===== src/ldlk_pkg.sv =====
// Package for the Laplace double-layer pair kernel.
// Types, widths and constants shared by every module of the block.
// No dependencies.
`timescale 1ns / 1ps

package ldlk_pkg;

   // Field widths
   localparam int BARY_W  = 16;
   localparam int COORD_W = 16;
   localparam int VEC_W   = 48;
   localparam int KV_W    = 32;

   // Front datapath widths
   localparam int WGT_W  = 18;   // w = 1 - u - v, signed Q0.16 with headroom
   localparam int PROD_W = 34;   // weight times coordinate
   localparam int PNT_W  = 36;   // mapped point, Q.28
   localparam int DIFF_W = 37;   // point difference, Q.28
   localparam int RND_SH = 12;   // Q.28 to Q.16
   localparam int D_W    = 23;   // rounded difference, Q.16
   localparam int SQ_W   = 44;   // one squared component
   localparam int ND_W   = 39;   // one normal times difference product
   localparam int S_W    = 45;   // squared distance, Q.32
   localparam int NDU_W  = 40;   // n.d, signed Q.30

   // Back datapath widths
   localparam int MAG_W  = 39;   // |n.d|
   localparam int Q_W    = 31;   // floor(sqrt(s * 2^16))
   localparam int X_W    = 2 * Q_W;
   localparam int LO_W   = 32;   // low part of a split multiplier operand
   localparam int NUM_W  = 78;   // |n.d| * K * 2^10
   localparam int DEN_W  = 76;   // s * q
   localparam int QUO_W  = 33;   // quotient bits kept before the range check
   localparam int NUM_SH = 10;

   // round(2^32 / (4*pi))
   localparam int INV4PI_W = 29;
   localparam logic [INV4PI_W-1:0] INV_4PI_Q32 = 29'd341782638;

   // Register file
   localparam int CSR_ADDR_W = 6;
   localparam int CSR_DATA_W = 64;
   localparam logic [2:0] REG_ADJOINT_MODE    = 3'd0;
   localparam logic [2:0] REG_SOURCE_VERTEX_A = 3'd1;
   localparam logic [2:0] REG_SOURCE_VERTEX_B = 3'd2;
   localparam logic [2:0] REG_SOURCE_VERTEX_C = 3'd3;
   localparam logic [2:0] REG_TARGET_VERTEX_A = 3'd4;
   localparam logic [2:0] REG_TARGET_VERTEX_B = 3'd5;
   localparam logic [2:0] REG_TARGET_VERTEX_C = 3'd6;
   localparam logic [2:0] REG_SURFACE_NORMAL  = 3'd7;

   // Queue between front and back
   localparam int QUEUE_DEPTH = 4;
   localparam int PTR_W       = 2;
   localparam int CNT_W       = 3;

   typedef struct packed {
      logic [BARY_W-1:0] source_bary_u;
      logic [BARY_W-1:0] source_bary_v;
      logic [BARY_W-1:0] target_bary_u;
      logic [BARY_W-1:0] target_bary_v;
   } req_payload_type;

   typedef struct packed {
      logic signed [KV_W-1:0] kernel_value;
      logic                   saturated;
      logic                   zero_distance;
   } rsp_payload_type;

   typedef struct packed {
      logic             adjoint_mode;
      logic [VEC_W-1:0] source_vertex_a;
      logic [VEC_W-1:0] source_vertex_b;
      logic [VEC_W-1:0] source_vertex_c;
      logic [VEC_W-1:0] target_vertex_a;
      logic [VEC_W-1:0] target_vertex_b;
      logic [VEC_W-1:0] target_vertex_c;
      logic [VEC_W-1:0] surface_normal;
   } cfg_type;

   // Geometry of one item as it leaves the front
   typedef struct packed {
      logic [S_W-1:0]          s;
      logic signed [NDU_W-1:0] ndu;
   } geom_type;

   // One signed 16-bit lane of a packed x,y,z vector
   function automatic logic signed [COORD_W-1:0] coord_lane(
      input logic [VEC_W-1:0] vec,
      input logic [1:0]       axis
   );
      logic [VEC_W-1:0] sh;
      sh = vec >> (COORD_W * axis);
      return sh[COORD_W-1:0];
   endfunction

endpackage


===== src/ldlk_csr.sv =====
// Configuration registers of the pair kernel with their APB-style port.
// Depends on ldlk_pkg.
`timescale 1ns / 1ps

module ldlk_csr (
   input  logic                            clock,
   input  logic                            reset,
   input  logic                            psel,
   input  logic                            penable,
   input  logic                            pwrite,
   input  logic [ldlk_pkg::CSR_ADDR_W-1:0] paddr,
   input  logic [ldlk_pkg::CSR_DATA_W-1:0] pwdata,
   output logic [ldlk_pkg::CSR_DATA_W-1:0] prdata,
   output logic                            pready,
   output ldlk_pkg::cfg_type               cfg
);
   import ldlk_pkg::*;

   cfg_type    cfg_ff, cfg_in;
   logic       wr_en;
   logic [2:0] reg_idx;

   assign pready  = 1'b1;
   assign reg_idx = paddr[CSR_ADDR_W-1:3];
   assign wr_en   = psel && penable && pwrite;
   assign cfg     = cfg_ff;

   // register write decode
   always_comb begin
      cfg_in = cfg_ff;
      if (wr_en) begin
         case (reg_idx)
            REG_ADJOINT_MODE:    cfg_in.adjoint_mode    = pwdata[0];
            REG_SOURCE_VERTEX_A: cfg_in.source_vertex_a = pwdata[VEC_W-1:0];
            REG_SOURCE_VERTEX_B: cfg_in.source_vertex_b = pwdata[VEC_W-1:0];
            REG_SOURCE_VERTEX_C: cfg_in.source_vertex_c = pwdata[VEC_W-1:0];
            REG_TARGET_VERTEX_A: cfg_in.target_vertex_a = pwdata[VEC_W-1:0];
            REG_TARGET_VERTEX_B: cfg_in.target_vertex_b = pwdata[VEC_W-1:0];
            REG_TARGET_VERTEX_C: cfg_in.target_vertex_c = pwdata[VEC_W-1:0];
            REG_SURFACE_NORMAL:  cfg_in.surface_normal  = pwdata[VEC_W-1:0];
            default:             cfg_in = cfg_ff;
         endcase
      end
   end

   always_ff @(posedge clock) begin
      if (reset) begin
         cfg_ff <= '0;
      end else begin
         cfg_ff <= cfg_in;
      end
   end

   // read mux
   always_comb begin
      case (reg_idx)
         REG_ADJOINT_MODE:    prdata = CSR_DATA_W'(cfg_ff.adjoint_mode);
         REG_SOURCE_VERTEX_A: prdata = CSR_DATA_W'(cfg_ff.source_vertex_a);
         REG_SOURCE_VERTEX_B: prdata = CSR_DATA_W'(cfg_ff.source_vertex_b);
         REG_SOURCE_VERTEX_C: prdata = CSR_DATA_W'(cfg_ff.source_vertex_c);
         REG_TARGET_VERTEX_A: prdata = CSR_DATA_W'(cfg_ff.target_vertex_a);
         REG_TARGET_VERTEX_B: prdata = CSR_DATA_W'(cfg_ff.target_vertex_b);
         REG_TARGET_VERTEX_C: prdata = CSR_DATA_W'(cfg_ff.target_vertex_c);
         REG_SURFACE_NORMAL:  prdata = CSR_DATA_W'(cfg_ff.surface_normal);
         default:             prdata = '0;
      endcase
   end

endmodule


===== config.mk =====
export PLATFORM = sky130hd
export DESIGN_NAME = ldlk_csr
export DESIGN_NICKNAME = d
export VERILOG_FILES = /design/src/ldlk_pkg.sv /design/src/ldlk_csr.sv
export SDC_FILE = /design/constraint.sdc
export NUM_CORES = 1
export LEC_CHECK = 0
export BUFFER_PORTS_ARGS = -buffer_cell sky130_fd_sc_hd__buf_4
export CAP_MARGIN = 20
export CORE_ASPECT_RATIO = 1.75
export CORE_UTILIZATION = 45
export CTS_CLUSTER_DIAMETER = 100
export DETAILED_ROUTE_END_ITERATION = 7
export PLACE_DENSITY = 0.73
export RECOVER_POWER = 100
export SETUP_SLACK_MARGIN = 0.4
export SYNTH_ARGS = -nofsm -noshare
export SYNTH_HDL_FRONTEND = slang
export SYNTH_SLANG_ARGS = --single-unit

===== constraint.sdc =====
create_clock -name clock -period 1.8 [get_ports clock]
set_input_delay 0.09 -clock clock [delete_from_list [all_inputs] [get_ports clock]]
set_output_delay 0.09 -clock clock [all_outputs]
set_load 0.01 [all_outputs]

==> qor.csv <==
metric,value,unit
CP Launch Point,cfg[48]$_SDFFE_PP0P_,
Root Driver,clkbuf_16,
Setup WS pre-CTS,0.156,ns
CP max FO,2,
"Clk Latency, worst-skew pair",0.58,ns
Buf/Inv on CP,1,
Post-synth EDFFs,0,
layout cell share with drive strength beyond 1,27.4,%
"CP delay by family, top",multiplexers,
Final Worst Setup Slack,-0.0567,ns
mux cell area share after synthesis,25.6,%
Core Region,34600,um2
Largest register FFs,337,
vias per inst,5.52,
placed cells,2324,
minimum clock period,1.86,ns
CP Data Arrival Time,1.77,ns
fin crit share,103,%
CP required,1.71,ns
async set-reset flop share out of synthesis,0,%
final net count,2121,
Leak,10.3,nW
DIE WIDTH,144,um
Detailed Routing Iterations Pass 1,5,
Slew @ Worst Pin,0.915,ns
Die ar.,35900,um2
Vert. Die Dim,250,um
"Clk pin slew, worst setup/hold paths",0.06,ns
design area,21600,um2
CTS tree,done,
slew margin rel.,39.0,%
critical-path cell list,"mux4_2, mux2_4, buf_6",
failing checks,setup timing,
wire per inst,23.0,um
Routed WL,58200,um
vias in the first global route,14300,
synth top area cells,"dfxtp_1 43%, mux2i_1 21%, nand2b_1 15%",
Synth Area in Simple Gates,18.2,%
WHS Path Cells,4,
synth unique cells,39,
total gr overflow,0,
gpl congestion,0.866,
Post-Synthesis Cells,1506,
Critical-path top delay cell,mux4_2,
Yosys reg bits,337,
Register-to-Register Path Depth,4,
worst reg-to-reg setup slack,0.92,ns
CP startpoint kind,flip-flop,
first-pass GRT wire length,85900,um
CP endpoint,prdata[0],
Ys Warns,0,
initial antenna violation count,1,
area share of the largest cell type after synthesis,42.7,%
initial drt markers,727,
I/O Buffers,440,
post-synthesis xor/xnor area fraction,0,%
Final ANT Viol Nets,0,
# setup viols final,1,
Max Cap Viol,0,
dpl cell area,19700,um2
Peak VDD IR,1130,uV
clk_skew,0,ns
Top Ports,477,
Tot GR Track Use,31.6,%
Compound-Gate Fraction of Synth Area,8.14,%
DRC,0,
TritonCTS Buffers,31,
fmax,539,MHz
mean area per synthesized cell,10.5,um2
R2R Path End,cfg[55]$_SDFFE_PP0P_,
Crit path depth,3,
largest family of logic cells by synthesized area,multiplexers,
"Hold Violations, Final",0,
CTS max path bufs,3,
Rows,90,
Starting Density,45.7,%
P&R area growth vs syn,36.9,%
critical path class,flip-flop to primary output,
cell taking the most area after synthesis,dfxtp_1,
Worst Hold Class,primary input to flip-flop,
Sink Count,337,
via count,14000,
Cell Pwr Density,748,nW/um2
Final Max Slew Viols,0,
RSZ-0062 raised after global routing,true,
r2r startpoint,cfg[55]$_SDFFE_PP0P_,
Worst path max stage delay,0.45,ns
Mapped Area,15800,um2
Post-synth top flop,dfxtp_1,
Setup crit end kind,primary output,
Layout Cells excl Fill,2530,
largest net degree at the start of global routing,85,
Post-Route Setup TNS,-0.0567,ns
CTS H-tree lvls,1,
Synth Area in Adders,0,%
"Seq/Total Area, Yosys",42.7,%
Final HPWL DP,37800,um
outcome,"finished, violations left",
==> through the flow <==
step	power, mW	hold WS (ns)	utilization (%)
after floorplan	8.43	0.364	-
after global placement	8.96	0.472	57.0
after detailed placement	8.98	0.479	57.0
after CTS	16.3	0.0804	65.5
after global routing	16.6	0.137	62.5
final	16.2	0.0988	62.5
==> routing by layer <==
layer | vias to the layer above | track usage [%] | wire length [um]
li1 | 6338 | - | -
met1 | 6837 | 35.2 | 22000
met2 | 585 | 54.1 | 28700
met3 | 203 | 5.54 | 3270
met4 | 0 | 21.2 | 4140
met5 | - | 0 | 0
==> worst min-delay path: cells and delay by family <==
family                 cells  cell delay [ns]
muxes                      1             0.07
buffers and inverters      1             0.24
and+or+nand+nor            2             0.23
==> worst min-delay path by stage <==
stage                          startpoint                    end  slack (ns)
floorplan                       pwdata[4]  cfg[100]$_SDFFE_PP0P_        0.36
global placement    cfg[311]$_SDFFE_PP0P_  cfg[311]$_SDFFE_PP0P_        0.47
detailed placement   cfg[21]$_SDFFE_PP0P_   cfg[21]$_SDFFE_PP0P_        0.48
CTS                              paddr[3]  cfg[336]$_SDFFE_PP0P_        0.08
global route                     paddr[3]  cfg[336]$_SDFFE_PP0P_        0.14
finish                           paddr[3]  cfg[336]$_SDFFE_PP0P_         0.1
==> area by class of cell <==
type,instances,area [um2]
clock inverters,15,233
flip-flops and latches,337,6760
multi-input cells,1030,8860
well taps,460,576
repair buffers,642,4290
diodes,1,2.50
clock buffers,41,873
inverters,4,15.0
fillers,3056,13000
==> layout by cell type, fill, tap and decap left out, types with 3 or more instances in the layout <==
cell           instances
clkbuf_1             230
a22oi_1               60
clkinv_2               7
clkbuf_16             31
nand2_1                8
dfxtp_1              325
buf_4                315
o221ai_1              11
mux4_2                 9
dfxtp_2               11
a221oi_2              19
clkbuf_4              16
buf_12                17
nor3b_2                5
bufinv_16              6
o21ai_1               11
nor2_1                12
and3_1                 6
clkbuf_2              14
buf_6                  5
mux2i_1              339
nand2b_1             385
clkbuf_8               6
and3b_1               17
nand3_1                3
mux2_4                36
o221ai_2              13
conb_1                17
nor2b_1                3
o211ai_1              14
a22oi_2               29
inv_2                  3
dlygate4sd3_1         49
mux2_2                 4
==> cell usage after synthesis (all sizes together), types with 6 or more instances <==
cell type,n
a221oi,20
a22oi,89
and3,7
and3b,18
buf,85
clkbuf,65
dfxtp,337
mux2,40
mux2i,339
mux4,9
nand2,12
nand2b,385
nor2,12
nor2b,6
nor3b,7
o211ai,14
o21ai,14
o221ai,24
==> timing repair <==
| action | CTS | global route |
|---|---|---|
| buffers inserted | 91 | 9 |
| gates cloned | 0 | 0 |
| setup endpoints to repair | 48 | 48 |
| hold buffers | 49 | 0 |
| pin swaps | 73 | 44 |
| gates resized for setup | 227 | 43 |
| hold endpoints to repair | 334 | 0 |
==> power breakdown <==
group / internal (mW) / switching (mW)
Combinational: 0.600 / 0.793
Clock: 4.26 / 2.96
Sequential: 7.51 / 0.0473
==> cell families (layout without fill, tap and decap cells) <==
group	count (synthesis)	in the layout
other cells	2	18
buf+inv	154	702
compound gates	169	169
flops	337	337
mux	388	388
simple gates	456	456
Power figures use the tool's default switching activity.
