--- src/ldlk_pkg.sv ---
// Package for the Laplace double-layer pair kernel.
// Types, widths and constants shared by every module of the block.
// No dependencies.
`timescale 1ns / 1ps

package ldlk_pkg;

   // Field widths
   localparam int BARY_W  = 16;
   localparam int COORD_W = 16;
   localparam int VEC_W   = 48;
   localparam int KV_W    = 32;

   // Front datapath widths
   localparam int WGT_W  = 18;   // w = 1 - u - v, signed Q0.16 with headroom
   localparam int PROD_W = 34;   // weight times coordinate
   localparam int PNT_W  = 36;   // mapped point, Q.28
   localparam int DIFF_W = 37;   // point difference, Q.28
   localparam int RND_SH = 12;   // Q.28 to Q.16
   localparam int D_W    = 23;   // rounded difference, Q.16
   localparam int SQ_W   = 44;   // one squared component
   localparam int ND_W   = 39;   // one normal times difference product
   localparam int S_W    = 45;   // squared distance, Q.32
   localparam int NDU_W  = 40;   // n.d, signed Q.30

   // Back datapath widths
   localparam int MAG_W  = 39;   // |n.d|
   localparam int Q_W    = 31;   // floor(sqrt(s * 2^16))
   localparam int X_W    = 2 * Q_W;
   localparam int LO_W   = 32;   // low part of a split multiplier operand
   localparam int NUM_W  = 78;   // |n.d| * K * 2^10
   localparam int DEN_W  = 76;   // s * q
   localparam int QUO_W  = 33;   // quotient bits kept before the range check
   localparam int NUM_SH = 10;

   // round(2^32 / (4*pi))
   localparam int INV4PI_W = 29;
   localparam logic [INV4PI_W-1:0] INV_4PI_Q32 = 29'd341782638;

   // Register file
   localparam int CSR_ADDR_W = 6;
   localparam int CSR_DATA_W = 64;
   localparam logic [2:0] REG_ADJOINT_MODE    = 3'd0;
   localparam logic [2:0] REG_SOURCE_VERTEX_A = 3'd1;
   localparam logic [2:0] REG_SOURCE_VERTEX_B = 3'd2;
   localparam logic [2:0] REG_SOURCE_VERTEX_C = 3'd3;
   localparam logic [2:0] REG_TARGET_VERTEX_A = 3'd4;
   localparam logic [2:0] REG_TARGET_VERTEX_B = 3'd5;
   localparam logic [2:0] REG_TARGET_VERTEX_C = 3'd6;
   localparam logic [2:0] REG_SURFACE_NORMAL  = 3'd7;

   // Queue between front and back
   localparam int QUEUE_DEPTH = 4;
   localparam int PTR_W       = 2;
   localparam int CNT_W       = 3;

   typedef struct packed {
      logic [BARY_W-1:0] source_bary_u;
      logic [BARY_W-1:0] source_bary_v;
      logic [BARY_W-1:0] target_bary_u;
      logic [BARY_W-1:0] target_bary_v;
   } req_payload_type;

   typedef struct packed {
      logic signed [KV_W-1:0] kernel_value;
      logic                   saturated;
      logic                   zero_distance;
   } rsp_payload_type;

   typedef struct packed {
      logic             adjoint_mode;
      logic [VEC_W-1:0] source_vertex_a;
      logic [VEC_W-1:0] source_vertex_b;
      logic [VEC_W-1:0] source_vertex_c;
      logic [VEC_W-1:0] target_vertex_a;
      logic [VEC_W-1:0] target_vertex_b;
      logic [VEC_W-1:0] target_vertex_c;
      logic [VEC_W-1:0] surface_normal;
   } cfg_type;

   // Geometry of one item as it leaves the front
   typedef struct packed {
      logic [S_W-1:0]          s;
      logic signed [NDU_W-1:0] ndu;
   } geom_type;

   // One signed 16-bit lane of a packed x,y,z vector
   function automatic logic signed [COORD_W-1:0] coord_lane(
      input logic [VEC_W-1:0] vec,
      input logic [1:0]       axis
   );
      logic [VEC_W-1:0] sh;
      sh = vec >> (COORD_W * axis);
      return sh[COORD_W-1:0];
   endfunction

endpackage

--- src/ldlk_fifo.sv ---
// Short queue between the front and the back of the pair kernel.
// Depends on ldlk_pkg.
`timescale 1ns / 1ps

module ldlk_fifo (
   input  logic               clock,
   input  logic               reset,
   input  logic               push,
   input  ldlk_pkg::geom_type push_data,
   output logic               full,
   input  logic               pop,
   output logic               pop_valid,
   output ldlk_pkg::geom_type pop_data
);
   import ldlk_pkg::*;

   geom_type         mem_ff [QUEUE_DEPTH];
   logic [PTR_W-1:0] wr_ptr_ff, wr_ptr_in;
   logic [PTR_W-1:0] rd_ptr_ff, rd_ptr_in;
   logic [CNT_W-1:0] cnt_ff, cnt_in;

   assign full      = (cnt_ff == CNT_W'(QUEUE_DEPTH));
   assign pop_valid = (cnt_ff != '0);
   assign pop_data  = mem_ff[rd_ptr_ff];

   // pointer and fill count update
   always_comb begin
      wr_ptr_in = push ? wr_ptr_ff + 1'b1 : wr_ptr_ff;
      rd_ptr_in = pop ? rd_ptr_ff + 1'b1 : rd_ptr_ff;
      cnt_in    = cnt_ff + CNT_W'(push) - CNT_W'(pop);
   end

   always_ff @(posedge clock) begin
      if (reset) begin
         wr_ptr_ff <= '0;
         rd_ptr_ff <= '0;
         cnt_ff    <= '0;
      end else begin
         wr_ptr_ff <= wr_ptr_in;
         rd_ptr_ff <= rd_ptr_in;
         cnt_ff    <= cnt_in;
      end
   end

   always_ff @(posedge clock) begin
      if (push) begin
         mem_ff[wr_ptr_ff] <= push_data;
      end
   end

endmodule

--- config.mk ---
export PLATFORM = sky130hd
export DESIGN_NAME = ldlk_fifo
export DESIGN_NICKNAME = d
export VERILOG_FILES = /design/src/ldlk_pkg.sv /design/src/ldlk_fifo.sv
export SDC_FILE = /design/constraint.sdc
export NUM_CORES = 1
export LEC_CHECK = 0
export BUFFER_PORTS_ARGS = -buffer_cell sky130_fd_sc_hd__buf_2
export CAP_MARGIN = 15
export CORE_UTILIZATION = 40
export CTS_BUF_LIST = sky130_fd_sc_hd__clkbuf_4 sky130_fd_sc_hd__clkbuf_8
export CTS_CLUSTER_DIAMETER = 150
export DETAILED_ROUTE_END_ITERATION = 10
export PLACE_DENSITY = 0.66
export SYNTH_ARGS = -nofsm -noshare
export SYNTH_HDL_FRONTEND = slang
export SYNTH_SLANG_ARGS = --single-unit
export TNS_END_PERCENT = 1
--- constraint.sdc ---
create_clock -name clock -period 4.16 [get_ports clock]
set_input_delay 0.832 -clock clock [delete_from_list [all_inputs] [get_ports clock]]
set_output_delay 0.832 -clock clock [all_outputs]
set_load 0.05 [all_outputs]
==> summary.md, run 1 <==
| Metric | Value |
|---|---|
| Synth top area share | `80.02%` |
| Wirelength per Cell | `20.03 um` |
| Clk sinks | `349` |
| Largest area contributor in the netlist | `edfxtp_1` |
| Layout Utilization | `48.24%` |
| Share of layout cells above drive strength 1 | `47.53%` |
| Crit-path max FO | `48` |
| Top cells by area, synth | `edfxtp_1 80%, mux4_2 15%, dfxtp_1 1.4%` |
| Total Wirelength | `23080 um` |
| Worst Tran Pin Value | `785.6 ps` |
| Starting Density | `40.54%` |
| Fin. max-slew vios | `0` |
| Final net count | `800` |
| Via count | `5739` |
| CTS buffer count | `54` |
| Pre-CTS setup slack | `1478 ps` |
| Grt total ovfl | `0` |
| Slack of the worst reg-to-reg path | `2220 ps` |
| WP data arrival | `2370 ps` |
| Startpoint types | `flip-flop` |
| Main synth FF type | `edfxtp_1` |
| Post-synth net total | `582` |
| Largest net degree at the start of global routing | `86` |
| Antenna Violating Nets Remaining | `0` |
| Static Leak | `5.119 nW` |
| P per Cell Area | `529.3 mW/mm2` |
| Layout area overhead | `19.00%` |
| Total power | `8.037 mW` |
| Crit share post-route | `77.09%` |
| Post-CTS setup buffer count | `0` |
| Tot GR Track Use | `14.61%` |
| Syn avg cell area | `26.25 um2` |
| Count leader, synth | `edfxtp_1` |
| Port buffer count | `175` |
| Area of the core | `0.03147 mm2` |
| Die ar. | `0.03262 mm2` |
| Die X | `180.6 um` |
| Initial antenna violation count | `1` |
| Fin Setup TNS | `0 ps` |
| Commonest cells post-synth | `340 x edfxtp_1, 85 x mux4_2, 9 x dfxtp_1` |
| Detailed Place HPWL | `13500 um` |
| GP Congestion | `0.6890` |
| Final Hold Fails | `0` |
| Drt via density | `4.982` |
| Max VDD drop | `0.3053 mV` |
| Fillers | `2540` |
| Setup Viol. Count Final | `0` |
| 1st-iter DRT viols | `319` |
| EDFF count, synth | `340` |
| First-pass GRT wire length | `36220 um` |
| Max Buffers Root-to-Sink | `3` |
| CP Capture Type | `output port` |
| Reg clk slew, reported paths | `60 ps` |
| Final min period | `3207 ps` |
| I/O Pins | `176` |
| First-pass iteration count of the detailed router | `4` |
| Cell Area, Synth | `0.01276 mm2` |
| Async SR Flop Fraction | `0%` |
| CP Class | `reg2out` |
| Latest clock arrival within the worst-skew pair | `560 ps` |
| Sequential fraction of the synthesis area | `81.43%` |
| Ys Warns | `0` |
| Die height | `180.6 um` |
| Slew HR | `47.63%` |
| Status | `complete, no violations` |
| FMAX | `311.8 MHz` |
| Clock skew | `16.05 ps` |
| Drt drc | `0` |
| Post-CTS sizing | `0` |
| Hold Crit Class | `in2reg` |
| Unrepaired setup endpoints after global routing | `false` |
| WP data required | `3330 ps` |
| Final setup margin | `953.2 ps` |
| CTS tree | `done` |
| Mapped Cells | `486` |
| Post-synth cell types | `22` |
| Number of global-route vias before repair | `6502` |
| Post-cts hold buffer count | `0` |
| # Max-Cap Violations | `0` |
| Seq cells post-synth | `349` |
| Num rows | `65` |
| CTS H-tree lvls | `2` |
| Root Buffer | `clkbuf_8` |
## path summary, 6_finish.rpt
kind | cells after the start | endpoint | startpoint
setup / recovery | 3 | pop_data[51] | flip-flop
hold / removal | 1 | mem_ff[0][81] | push_data[81]
setup reg to reg | 4 | mem_ff[0][29] | wr_ptr_ff[0]
hold reg to reg | 2 | flip-flop | rd_ptr_ff[0]
## critical path, cell delays in order (launching register included)
cell	delay (ps)
dfxtp_4	860
buf_12	340
mux4_2	360
buf_2	230
## through the flow
step | area, um2 | instances | hold slack, ps
2_1_floorplan | 12760 | 486 | 491.8
6_report | 15180 | 1152 | 486.4
4_1_cts | 15180 | 1151 | 440.6
3_5_place_dp | 14080 | 1050 | 546.1
5_1_grt | 15180 | 1151 | 438.3
3_3_place_gp | 14080 | 1050 | 501.8
## routing by layer
layer | vias to the layer above | routed length (um) | GRT usage, %
met5 | - | 0 | 0
met4 | 0 | 442 | 4.581
met3 | 40 | 1424 | 4.042
met2 | 177 | 11530 | 24.74
met1 | 2985 | 9681 | 18.28
li1 | 2537 | - | -
## state kept, by name, indices dropped and copies added, names as in the netlist, named ones only
name and flops:
mem_ff 340, cnt_ff 3, rd_ptr_ff 2, wr_ptr_ff 2
## logic make-up (layout without fill, tap and decap cells)
family / after synthesis / after routing / synth area share, %
AOI/OAI and AO/OA: 2 / 2 / 0.1176
xor gates and xnor gates: 3 / 3 / 0.3236
adders and majority gates: 7 / 7 / 0.7452
buffers and inverters: 25 / 288 / 1.706
DFF: 349 / 349 / 81.43
muxes: 86 / 86 / 15.08
other: 0 / 1 / 0
and+or+nand+nor: 14 / 14 / 0.5982
## final cells by class
type                            count  area (um2)  area share, %
Antenna cell                        1       2.502        0.01648
Clock buffer                       70       888.4          5.850
Clock inverter                     31       212.7          1.401
Inverter                            6       22.52         0.1483
Multi-Input combinational cell    112        2162          14.24
Sequential cell                   349       10400          68.47
Tap cell                          402       503.0          3.312
Timing Repair Buffer              181       996.0          6.559
## cell usage in the layout, fill, tap and decap left out, drive strengths merged, types with 3 or more instances in the layout
cell type,n
clkbuf,70
inv,6
dfxtp,9
bufinv,3
mux4,85
buf,181
and2,4
nor2,5
ha,6
clkinv,26
edfxtp,340
## report_power, final
part	internal [mW]	switching, mW	leakage [nW]
combinational	0.344	0.773	1.35
sequential	4.04	0.0539	3.20
clock	1.58	1.24	0.574
total	5.97	2.07	5.12
Power figures use the tool's default switching activity.
==> run 2: changes to the inputs <==
--- a/config.mk
+++ b/config.mk
@@ -11,7 +11,7 @@
 export CTS_BUF_LIST = sky130_fd_sc_hd__clkbuf_4 sky130_fd_sc_hd__clkbuf_8
 export CTS_CLUSTER_DIAMETER = 150
 export DETAILED_ROUTE_END_ITERATION = 10
-export PLACE_DENSITY = 0.66
+export PLACE_DENSITY = 0.68
 export SYNTH_ARGS = -nofsm -noshare
 export SYNTH_HDL_FRONTEND = slang
 export SYNTH_SLANG_ARGS = --single-unit
==> constraint.sdc (replaced) <==
create_clock -name clock -period 2.74 [get_ports clock]
set_input_delay 0.548 -clock clock [delete_from_list [all_inputs] [get_ports clock]]
set_output_delay 0.548 -clock clock [all_outputs]
set_load 0.05 [all_outputs]
==> run 2 against run 1 <==
Net effect: register-to-register slack worse by 1100 ps; via count up 0.56%; utilization up 0.54 points; worst setup slack worse by 870 ps; combinational power up 56%; non-clock buffer count up 5; routed wire length up 1.7%; largest power group unchanged.
==> summary.md, run 2 (same netlist as run 1, synthesis figures left out) <==
| Metric | Value |
|---|---|
| Max Buffers Root-to-Sink | `3` |
| Max reg flops | `340` |
| Ant diodes | `0` |
| CTS H-tree lvls | `2` |
| Antenna Violating Nets Remaining | `0` |
| Fin Setup TNS | `0 ps` |
| P per Cell Area | `808.5 mW/mm2` |
| Initial antenna violation count | `3` |
| Largest net degree at the start of global routing | `86` |
| Status | `complete, no violations` |
| Detailed Place HPWL | `12820 um` |
| GP Congestion | `0.6812` |
| FMAX | `376.7 MHz` |
| Num rows | `65` |
| Most common cell after layout, fill and taps aside | `edfxtp_1` |
| Starting Density | `40.54%` |
| Layout area overhead | `20.34%` |
| Pre-CTS setup slack | `568.3 ps` |
| Slew HR | `62.04%` |
| Placed Cells | `1054` |
| WHS | `179.4 ps` |
| CTS tree | `done` |
| Grt total ovfl | `0` |
| Die X | `180.6 um` |
| Hold Path Origin | `push_data[78]` |
| CP Class | `reg2out` |
| Final net count | `807` |
| Post-cts hold buffer count | `0` |
| # Max-Cap Violations | `0` |
| Slack of the worst reg-to-reg path | `1080 ps` |
| Latest clock arrival within the worst-skew pair | `580 ps` |
| CP Capture Type | `output port` |
| Largest regs | `mem_ff (340), cnt_ff (3)` |
| Hold-critical path endpoint | `mem_ff[1][78]` |
| Die ar. | `0.03262 mm2` |
| CTS buffer count | `56` |
| Worst R2R Start | `wr_ptr_ff[0]` |
| Total Wirelength | `23480 um` |
| Via count | `5771` |
| Share of layout cells above drive strength 1 | `49.01%` |
| WP data required | `2190 ps` |
| R2R depth | `4` |
| Port buffer count | `175` |
| Number of global-route vias before repair | `6340` |
| Final Hold Fails | `0` |
| Reg clk slew, reported paths | `60 ps` |
| 1st-iter DRT viols | `341` |
| Root Buffer | `clkbuf_8` |
| Unrepaired setup endpoints after global routing | `true` |
| Wirelength per Cell | `20.30 um` |
| Commonest non-fill, non-tap cells in the layout | `340 x edfxtp_1, 170 x buf_2, 85 x mux4_2, 57 x clkbuf_8, 26 x clkbuf_4` |
| Startpoint types | `flip-flop` |
| Total power | `12.41 mW` |
| First-pass GRT wire length | `36480 um` |
| First-pass iteration count of the detailed router | `6` |
| Area of the core | `0.03147 mm2` |
| Final min period | `2654 ps` |
| Tot GR Track Use | `14.72%` |
| Die height | `180.6 um` |
| Fin. max-slew vios | `0` |
| Clk sinks | `349` |
| Worst reg2reg path endpoint | `mem_ff[0][35]` |
| Clock skew | `32.19 ps` |
| Max VDD drop | `0.5063 mV` |
| Static Leak | `5.203 nW` |
| Post-route insts no fill | `1157` |
| Drt drc | `0` |
| Setup Viol. Count Final | `0` |
| Hold Path Depth | `1` |
| Crit share post-route | `96.88%` |
| Crit-path max FO | `33` |
| Final setup margin | `85.60 ps` |
| WP data arrival | `2110 ps` |
| Drt via density | `4.988` |
| Post-CTS setup buffer count | `0` |
| Worst Tran Pin Value | `569.4 ps` |
| Hold Crit Class | `in2reg` |
| I/O Pins | `176` |
| Top reg by flops | `mem_ff` |
run 2: cell count changes in the layout (fill, tap and decap cells not counted), sizes merged:
cell    before  now
clkbuf      70   83
clkinv      26   17
buf        181  183
diode        1    0
run 2: worst max path at each step:
stage	to	slack, ps
2_1_floorplan	mem_ff[2][0]	-240
3_3_place_gp	pop_data[11]	580
3_5_place_dp	pop_data[3]	570
4_1_cts	pop_data[17]	3
5_1_grt	pop_data[65]	-30
6_report	pop_data[17]	90
run 2: report_power, final:
part / internal (mW) / leakage, nW / switching, mW / total, mW
Clock: 2.52 / 0.601 / 1.93 / 4.46
Combinational: 0.555 / 1.40 / 1.19 / 1.75
Sequential: 6.14 / 3.20 / 0.0737 / 6.21
Total: 9.22 / 5.20 / 3.20 / 12.4
run 2: per-layer routing:
metal | share of wire (%) | global-route usage (%) | vias to the layer above | wire length (um)
met4 | 2.0 | 4.581 | 4 | 478
met3 | 6.0 | 4.184 | 46 | 1403
met1 | 43 | 19.11 | 3002 | 10060
met5 | 0.11 | 0 | - | 25
li1 | - | - | 2552 | -
met2 | 49 | 24.08 | 167 | 11520
run 2: per-stage QoR:
| step | instance area (um2) | util, % |
|---|---|---|
| global placement | 14160 | 44.99 |
| detailed placement | 14160 | 44.99 |
| floorplan | 12760 | - |
| finish | 15350 | 48.79 |
| global route | 15350 | 48.79 |
| CTS | 15330 | 48.71 |
run 2: cell type report:
| type | instances | area (um2) |
|---|---|---|
| inverter | 6 | 22.52 |
| clock buffer | 80 | 957.2 |
| sequential | 349 | 10400 |
| tap | 402 | 503.0 |
| timing repair buffer | 186 | 1135 |
| multi-input combinational | 112 | 2162 |
| clock inverter | 22 | 177.7 |
| fill | 2551 | 16120 |
run 2: critical path, stage by stage, from the launching register on:
cell	delay, ps
dfxtp_4	420
buf_16	260
mux4_2	560
buf_2	230
run 2: what timing repair did:
action,4_1_cts,5_1_grt
cloned,1,0
setup endpoints to repair,52,26
gates resized for setup,2,9
